## src/bkvt_pkg.sv

```systemverilog
// Shared types, command and status codes for the bounded key value table.
package bkvt_pkg;

  localparam int CAPACITY_DEFAULT = 16;
  localparam logic [4:0] LIMIT_RESET = 5'd16;

  localparam logic [1:0] CMD_ADD    = 2'd0;
  localparam logic [1:0] CMD_SEARCH = 2'd1;
  localparam logic [1:0] CMD_REMOVE = 2'd2;

  localparam logic [1:0] ST_ABSENT  = 2'd0;
  localparam logic [1:0] ST_PRESENT = 2'd1;
  localparam logic [1:0] ST_FULL    = 2'd2;

  typedef struct packed {
    logic               vld;
    logic [1:0]         cmd;
    logic               refused;
    logic signed [31:0] key;
    logic signed [31:0] value;
    logic               hit;
    logic signed [31:0] hit_value;
    logic               free_seen;
  } tok_t;

  typedef struct packed {
    logic               en;
    logic signed [31:0] key;
    logic signed [31:0] value;
  } wr_t;

endpackage

```

## src/bkvt_cell.sv

```systemverilog
// One table entry of the chain: matches the passing beat and forwards it to the next cell.
module bkvt_cell #(
  parameter int IDX_W = 4,
  parameter int IDX   = 0
) (
  input  logic                 clk,
  input  logic                 rst,
  input  bkvt_pkg::tok_t       tok_in,
  input  logic [IDX_W-1:0]     free_idx_in,
  input  bkvt_pkg::wr_t        wr,
  input  logic [IDX_W-1:0]     wr_idx,
  output bkvt_pkg::tok_t       tok_out,
  output logic [IDX_W-1:0]     free_idx_out,
  output logic                 occupied
);

  localparam logic [IDX_W-1:0] MY_IDX = IDX_W'(IDX);

  logic signed [31:0] entry_key;
  logic signed [31:0] entry_value;
  logic               match;
  bkvt_pkg::tok_t     tok_next;
  logic [IDX_W-1:0]   free_idx_next;

  assign match = occupied && (entry_key == tok_in.key);

  always_comb begin
    tok_next      = tok_in;
    free_idx_next = free_idx_in;
    if (tok_in.vld && !tok_in.refused) begin
      if (match && (tok_in.cmd inside {bkvt_pkg::CMD_ADD, bkvt_pkg::CMD_SEARCH,
                                       bkvt_pkg::CMD_REMOVE})) begin
        tok_next.hit       = 1'b1;
        tok_next.hit_value = entry_value;
      end
      if (!occupied && !tok_in.free_seen) begin
        tok_next.free_seen = 1'b1;
        free_idx_next      = MY_IDX;
      end
    end
  end

  always_ff @(posedge clk) begin
    if (rst) begin
      occupied    <= 1'b0;
      tok_out.vld <= 1'b0;
    end else begin
      tok_out.vld <= tok_next.vld;
      if (wr.en && wr_idx == MY_IDX) begin
        occupied <= 1'b1;
      end else if (tok_in.vld && !tok_in.refused && match &&
                   tok_in.cmd == bkvt_pkg::CMD_REMOVE) begin
        occupied <= 1'b0;
      end
    end
    tok_out.cmd       <= tok_next.cmd;
    tok_out.refused   <= tok_next.refused;
    tok_out.key       <= tok_next.key;
    tok_out.value     <= tok_next.value;
    tok_out.hit       <= tok_next.hit;
    tok_out.hit_value <= tok_next.hit_value;
    tok_out.free_seen <= tok_next.free_seen;
    free_idx_out      <= free_idx_next;
    if (wr.en && wr_idx == MY_IDX) begin
      entry_key   <= wr.key;
      entry_value <= wr.value;
    end else if (tok_in.vld && !tok_in.refused && match &&
                 tok_in.cmd == bkvt_pkg::CMD_ADD) begin
      entry_value <= tok_in.value;
    end
  end

endmodule

```

## src/bounded_key_value_table.sv

```systemverilog
// Top level of the bounded key value table: a chain of entry cells and the result stage.
// An accepted command enters a head register and travels through one cell per cycle; done
// is registered from the output of the last cell.
// Busy stays high from the accepting edge until the result cycle; the result is shown
// for one cycle and the receiver cannot stall it.
// Synchronous reset empties the table at once and sets the limit to sixteen.
module bounded_key_value_table #(
  parameter int CAPACITY = bkvt_pkg::CAPACITY_DEFAULT
) (
  input  logic               clk,
  input  logic               rst,
  input  logic               start,
  output logic               busy,
  input  logic [1:0]         cmd,
  input  logic signed [31:0] key,
  input  logic signed [31:0] value,
  input  logic               cfg_wr_en,
  input  logic [4:0]         cfg_wr_data,
  output logic               done,
  output logic [1:0]         status,
  output logic signed [31:0] old_value,
  output logic [4:0]         entry_count
);

  localparam int IDX_W = (CAPACITY > 1) ? $clog2(CAPACITY) : 1;
  localparam int CNT_W = $clog2(CAPACITY + 1);
  localparam int CW    = (CNT_W > 5) ? CNT_W : 5;

  bkvt_pkg::tok_t   tok [0:CAPACITY];
  logic [IDX_W-1:0] fidx [0:CAPACITY];
  logic [CAPACITY-1:0] occupied;

  bkvt_pkg::tok_t   tok_head;
  logic [IDX_W-1:0] fidx_head;
  logic [4:0]       capacity_limit;
  logic [CW-1:0]    count;
  logic [CW-1:0]    count_next;
  logic [CW-1:0]    lim_w;
  logic [CW-1:0]    eff_limit;
  logic             accept;
  logic [1:0]       status_next;
  logic signed [31:0] old_next;
  bkvt_pkg::wr_t    wr;
  bkvt_pkg::wr_t    wr_next;
  logic [IDX_W-1:0] wr_idx;
  bkvt_pkg::tok_t   last;

  assign accept    = start && !busy;
  assign lim_w     = CW'(capacity_limit);
  assign eff_limit = (lim_w > CW'(CAPACITY)) ? CW'(CAPACITY) : lim_w;
  assign last      = tok[CAPACITY];
  assign tok[0]    = tok_head;
  assign fidx[0]   = fidx_head;

  genvar g;
  generate
    for (g = 0; g < CAPACITY; g++) begin : g_cell
      bkvt_cell #(
        .IDX_W(IDX_W),
        .IDX  (g)
      ) u_cell (
        .clk         (clk),
        .rst         (rst),
        .tok_in      (tok[g]),
        .free_idx_in (fidx[g]),
        .wr          (wr),
        .wr_idx      (wr_idx),
        .tok_out     (tok[g+1]),
        .free_idx_out(fidx[g+1]),
        .occupied    (occupied[g])
      );
    end
  endgenerate

  always_comb begin
    count_next    = count;
    status_next   = bkvt_pkg::ST_ABSENT;
    old_next      = '0;
    wr_next.en    = 1'b0;
    wr_next.key   = last.key;
    wr_next.value = last.value;
    if (last.refused) begin
      status_next = bkvt_pkg::ST_FULL;
    end else if (last.hit) begin
      status_next = bkvt_pkg::ST_PRESENT;
      old_next    = last.hit_value;
      if (last.cmd == bkvt_pkg::CMD_REMOVE && count != '0) begin
        count_next = count - CW'(1);
      end
    end else if (last.cmd == bkvt_pkg::CMD_ADD) begin
      if (last.free_seen) begin
        wr_next.en = 1'b1;
        count_next = count + CW'(1);
      end else begin
        status_next = bkvt_pkg::ST_FULL;
      end
    end
  end

  always_ff @(posedge clk) begin
    if (rst) begin
      busy           <= 1'b0;
      done           <= 1'b0;
      count          <= '0;
      capacity_limit <= bkvt_pkg::LIMIT_RESET;
      tok_head.vld   <= 1'b0;
      wr.en          <= 1'b0;
    end else begin
      if (cfg_wr_en) begin
        capacity_limit <= cfg_wr_data;
      end
      tok_head.vld <= accept;
      wr.en        <= last.vld && wr_next.en;
      done         <= last.vld;
      if (accept) begin
        busy <= 1'b1;
      end else if (last.vld) begin
        busy <= 1'b0;
      end
      if (last.vld) begin
        count <= count_next;
      end
    end
    if (accept) begin
      tok_head.cmd       <= cmd;
      tok_head.refused   <= (cmd == bkvt_pkg::CMD_ADD) && (count >= eff_limit);
      tok_head.key       <= key;
      tok_head.value     <= value;
      tok_head.hit       <= 1'b0;
      tok_head.hit_value <= '0;
      tok_head.free_seen <= 1'b0;
      fidx_head          <= '0;
    end
    if (last.vld) begin
      status      <= status_next;
      old_value   <= old_next;
      entry_count <= count_next[4:0];
      wr.key      <= wr_next.key;
      wr.value    <= wr_next.value;
      wr_idx      <= fidx[CAPACITY];
    end
  end

  a_accept_busy: assert property (@(posedge clk) disable iff (rst)
    accept |=> busy)
    else $error("busy did not rise after an accepted beat");

  a_done_after_busy: assert property (@(posedge clk) disable iff (rst)
    done |-> $past(busy))
    else $error("result strobe without a command in flight");

  a_count_bound: assert property (@(posedge clk) disable iff (rst)
    count <= CW'(CAPACITY))
    else $error("entry count above capacity");

  a_full_zero: assert property (@(posedge clk) disable iff (rst)
    (done && status == bkvt_pkg::ST_FULL) |-> (old_value == '0))
    else $error("refused add returned a nonzero old value");

  a_count_matches: assert property (@(posedge clk) disable iff (rst)
    (!busy && !done) |-> ($countones(occupied) == int'(count)))
    else $error("entry count disagrees with occupied cells");

endmodule
```

## config.mk

```make
export PLATFORM = sky130hd
export DESIGN_NAME = bounded_key_value_table
export DESIGN_NICKNAME = d
export VERILOG_FILES = /design/src/bkvt_pkg.sv /design/src/bkvt_cell.sv /design/src/bounded_key_value_table.sv
export SDC_FILE = /design/constraint.sdc
export NUM_CORES = 2
export LEC_CHECK = 0
export ABC_AREA = 0
export BUFFER_PORTS_ARGS = -buffer_cell sky130_fd_sc_hd__buf_2
export CORE_UTILIZATION = 45
export CTS_CLUSTER_SIZE = 40
export DETAILED_ROUTE_END_ITERATION = 16
export PLACE_DENSITY_LB_ADDON = 0.12
export SYNTH_ARGS = -nofsm -noshare
export SYNTH_HDL_FRONTEND = slang
export SYNTH_SLANG_ARGS = --single-unit
```

## constraint.sdc

```tcl
create_clock -name clk -period 9 [get_ports clk]
set_input_delay 2.25 -clock clk [delete_from_list [all_inputs] [get_ports clk]]
set_output_delay 2.25 -clock clk [all_outputs]
set_load 0.05 [all_outputs]
```

# == After elaboration in Yosys (flattened, before gate mapping) ==
# Index checks and enable logic that the tools add are counted.
# word_totals
register_bits,2920
output_inout_bits,41
# classes
add_sub_neg,2
n_lt_le_gt_ge,2
eq_ne,64
n_mux,155
bitwise,1
reduce_logical,249
# ops
op,n
2-to-1 mux 32 bit,32
2-to-1 mux 33 bit,16
equality test 32 bit,16
2-to-1 mux 34 bit,15
logical AND 1 bit,131
2-to-1 mux 4 bit,28
nonzero test 2 bit,33
2-to-1 mux 1 bit,55
nonzero test 3 bit,16
zero test 1 bit,47
zero test 2 bit,18
equality test 2 bit (second input constant),17
equality test 2 x 1 -> 1 bit (second input constant),16
equality test 4 bit (second input constant),8
2-to-1 mux 5 bit,6
equality test 4 x 3 -> 1 bit (second input constant),4
equality test 4 x 2 -> 1 bit (second input constant),2
2-to-1 mux 2 bit,3
adder 5 x 1 -> 5 bit (second input constant),1
greater-or-equal comparator 5 bit,1
greater-than comparator 5 bit (second input constant),1
nonzero test 5 bit,1
subtractor 5 x 1 -> 5 bit (second input constant),1
equality test 4 x 1 -> 1 bit (second input constant),1
4 further kinds,4

# == Logic depth before layout (Yosys ltp) ==
# depth
ltp_word,6
ltp_mapped,8
depth_no_buf,8

# == Modules after synthesis ==
# Synthesis repeated with hierarchy kept, for this count alone.
# hier_totals
hier_cells,5673
area_unflattened_um2,94563.2
# by_module_without_submodules
module,n_inst,cells_each,area_each_um2,seq_area_each_um2
bkvt_cell (g_cell[10].u_cell ...),5,318,5510.3,4063.9
bkvt_cell (g_cell[11].u_cell ...),2,385,5521.5,4063.9
bkvt_cell (g_cell[1].u_cell ...),2,319,5515.3,4063.9
bkvt_cell (g_cell[4].u_cell ...),2,318,5509.0,4063.9
bkvt_cell (g_cell[13].u_cell ...),2,318,5507.8,4063.9
bounded_key_value_table,1,314,6351.1,5505.3
bkvt_cell (g_cell[15].u_cell),1,385,5520.3,4063.9
bkvt_cell (g_cell[3].u_cell),1,385,5519.0,4063.9
bkvt_cell (g_cell[0].u_cell),1,319,5514.0,4063.9

# == Worst setup path after synthesis ==
# No wires, ideal clock.
# synth_path
kind,register to register
startpoint,reg tok_head (netlist bit tok[1713])
endpoint,reg g_cell[0].u_cell.entry_value[0] (enable)
arrival_time_ps,3972
required_time_ps,8530
path_slack_ps,4558
stages_incl_launch_ff,6
period_less_slack_ps,4442
path_cell_list,edfxtp_1 xnor2_1 nand4_1 or4_1 or3_1 o31ai_1
# synth_between
elab_chain_cells,5
# synth_lines
element,line_no,text
"start, declared",bounded_key_value_table.sv:33,bkvt_pkg::tok_t tok_head;
equality test 32 bit,bkvt_cell.sv:25,assign match = occupied && (entry_key == tok_in.key);
logical AND 1 bit,bkvt_cell.sv:25,
logical AND 1 bit (2 in series),bkvt_cell.sv:67,end else if (tok_in.vld && !tok_in.refused && match &&
nonzero test 2 bit (no source line),n/a,
"end signal, assigned",bkvt_cell.sv:66,entry_value <= wr.value;
"end signal, assigned",bkvt_cell.sv:69,entry_value <= tok_in.value;
"end, declared",bkvt_cell.sv:20,logic signed [31:0] entry_value;
# Every way passes these cells.
# A chain may end at the register's enable or synchronous reset.

# == Worst setup path after layout ==
# layout_path
startpoint,reg old_value[1]
endpoint,out old_value[1]
# layout_rtl
element,line_no,text
"start, declared",bounded_key_value_table.sv:21,"output logic signed [31:0] old_value,"
"start signal, assigned",bounded_key_value_table.sv:136,old_value <= old_next;
# No word-level cell between the ends.

==> summary.txt <==
Yosys
  • Complex-gate fraction of the synthesized area: 0.996%
  • Syn Nets: 5,559
  • Adder-cell share of the synthesized area: 0.0968%
  • Post-Syn Area: between 0.09 and 0.1 mm²
  • Synth Area in XOR/XNOR: 4.71%
  • Number of enable flip-flop cells after synthesis: 1,198
  • Multiplexer share of the synthesized area: 10.8%
  • Ys async rst share: 0%
  • Commonest register cell after synthesis: dfxtp_1
  • Simple-gate share of the synthesized area: 4.71%
  • Main combinational cell family by area after synthesis: multiplexers
  • Mapped Cells: 5,477
  • Ys Warns: 0
  • Sequential share of the synthesized area: 77.6%
  • Synthesis-stage register bit count: 2,909
  • Netlist cell types: 70
  • Syn_area_per_cell: ~17 µm²

Cells and area
  • Design area: 0.104 mm²
  • Most common cell after layout, fill and taps aside: dfxtp_1
  • Final nets: about 5,900
  • Multi-input logic area: 0.0195 mm²
  • FF/Latch Area: 0.0702 mm²
  • Most frequent cells in the layout: dfxtp_1 (1,710), edfxtp_1 (1,198), mux2_2 (862)
  • Area Overhead vs Synth: 14.8%
  • Share of layout cells above drive strength 1: 25.4%
  • Fill cell count: about 16,000

STA
  • Fin Setup TNS: 0 ps
  • Slew Viols, Final: 0
  • Final Hold Fails: 0
  • Minimum clock period: 3760 ps
  • Unrepaired setup endpoints after global routing: no
  • Clock skew: 33.0 ps
  • Setup violators final: 0
  • Worst Max-Slew Pin Slew: roughly 1200 ps
  • Tcrit/Tclk final: 41.8%
  • Relative slew margins: approximately 19%
  • Fmax: 266 MHz

Floorplanning
  • Die Y: roughly 450 µm
  • Row count: 164
  • Starting Density: between 40% and 50%
  • Boundary pin count: 116
  • Core region area: 0.200 mm²
  • Die Area: between 0.2 and 0.25 mm²
  • Die X: 450 µm

Setup path
  • Delay-heaviest family, CP: flip-flops
  • Critical path launch point type: flip-flop
  • CP startpoint: old_value[1]
  • Worst Path Required: between 6000 and 7000 ps
  • Kind of end point of the critical path: output port
  • Crit Path Max Fanout: 1
  • WS Path Type: flip-flop to output port
  • R2r setup slk: roughly 5800 ps
  • Slowest cell on the critical path: edfxtp_1
  • Critical Path AT: 1510 ps
  • Origin of the critical flop-to-flop path: g_cell[14].u_cell.entry_key[20]
  • Buf/Inv on CP: 1
  • CP cell instances: buf_2
  • Critical path's largest stage delay: 390 ps

Route
  • Initial drt markers: 2,224
  • Routed WL per cell: 18.9 µm
  • DRT antenna net count: 0
  • Total Routed Length: 164 mm
  • Via count: roughly 40,000
  • DR DRC count: 0
  • Drt pass-1 iters: 5
  • Via density: approximately 4.6

Clock tree
  • Hold-fix buffers at CTS: 0
  • Setup Buffers After CTS: 0
  • Clock Latency Late Sink: a little over 900 ps
  • Root buffer cell: clkbuf_16
  • Clock transition at the registers of the reported paths: 60 ps
  • TritonCTS Sinks: just under 3,000
  • CTS tree: built
  • H-tree Lvls: 5
  • Cts bufs inserted: 304
  • CTS max path bufs: 4
  • Post-cts resize count: 0

GRT
  • Vias in the first global route: between 40,000 and 50,000
  • Initial antenna violation count: 2
  • Largest net degree at the start of global routing: 73
  • Total Routing Usage GR: around 16%
  • First-pass GRT wire length: 254 mm
  • Congestion Overflow GR: 0

Placed design
  • Routability cong.: 0.813
  • Placed Area: approximately 0.094 mm²
  • # port buffers: ~120
  • Post-DP HPWL: 114 mm

Run
  • Max-cap violation count: 0

Pwr
  • Static Leak: 39.0 nW
  • Peak supply drop: 0.187 mV
  • Power per standard cell area: 254 mW/mm²

Worst hold path
  • Hold WC Path Type: flip-flop to flip-flop
  • Min-delay src: g_cell[7].u_cell.tok_out[35]

Outcome
  • Status: finished, final reports clean
[power breakdown]
group	leakage, nW	internal (mW)	switching (mW)
Clock	4.69	7.09	4.80
Sequential	24.9	14.0	0.208
Combinational	9.35	0.177	0.135
[registers in the layout, indices dropped and copies added, names as in the netlist, 16 cells and up]
register,count
g_cell.u_cell.entry_value,512
tok,68
g_cell.u_cell.entry_key,512
old_value,32
g_cell.u_cell.occupied,16
g_cell.u_cell.tok_out,1632
g_cell.u_cell.free_idx_out,49
wr,65
[synth_stat cells, drive strengths merged, types with 56 or more instances]
library cell	n	area, µm²
and2	65	407
mux2	865	9740
inv	66	248
xnor2	179	1570
clkbuf	108	428
nand4	57	357
nor4	70	450
nand2	420	1580
xor2	307	2690
nor2b	56	350
dfxtp	1711	34300
edfxtp	1198	36000
[path summary, 6_finish.rpt]
path | end | cells past startpoint
hold reg to reg | g_cell[8].u_cell.tok_out[35] | 0
setup / recovery | old_value[1] | 1
hold / removal | g_cell[8].u_cell.tok_out[35] | 0
setup reg to reg | g_cell[14].u_cell.entry_value[11] | 5
[per-stage QoR]
step	hold WS, ps	utilization, %	total power, mW	setup slack [ps]	instances
2_1_floorplan	323	-	14.6	4560	5477
3_3_place_gp	328	47.2	14.8	5190	8147
3_5_place_dp	332	47.2	14.8	5180	8147
4_1_cts	330	52.0	26.8	5140	8678
5_1_grt	342	52.0	27.4	5140	8680
6_report	331	52.0	26.4	5240	8683
[kinds of logic (layout without fill, tap and decap cells)]
family                   count (synthesis)  after routing
other                                    0              5
flip-flops                            2909           2909
adder cells (fa/ha/maj)                  7              7
buffers and inverters                  221            766
AO/OA/AOI/OAI                          123            123
AND/OR/NAND/NOR                        862            862
XOR/XNOR                               486            486
multiplexers                           869            869
[routing by layer]
metal / track usage, % / part of all wire (%) / wire length, µm / up-vias
met2: 23.3 / 42 / 68400 / 702
li1: - / - / - / 19900
met1: 24.7 / 52 / 86000 / 18600
met5: 0 / 0 / 0 / -
met4: 4.83 / 2.1 / 3430 / 0
met3: 3.22 / 3.9 / 6410 / 255
[cell type report]
type	count	area share [%]
Inverter	68	0.246
Timing Repair Buffer	167	0.930
Multi-Input combinational cell	2347	18.8
Sequential cell	2909	67.6
Clock inverter	95	0.754
Antenna cell	5	0.0121
Tap cell	2656	3.20
Clock buffer	436	8.42
Note: power is estimated with default switching activity, not from simulation.
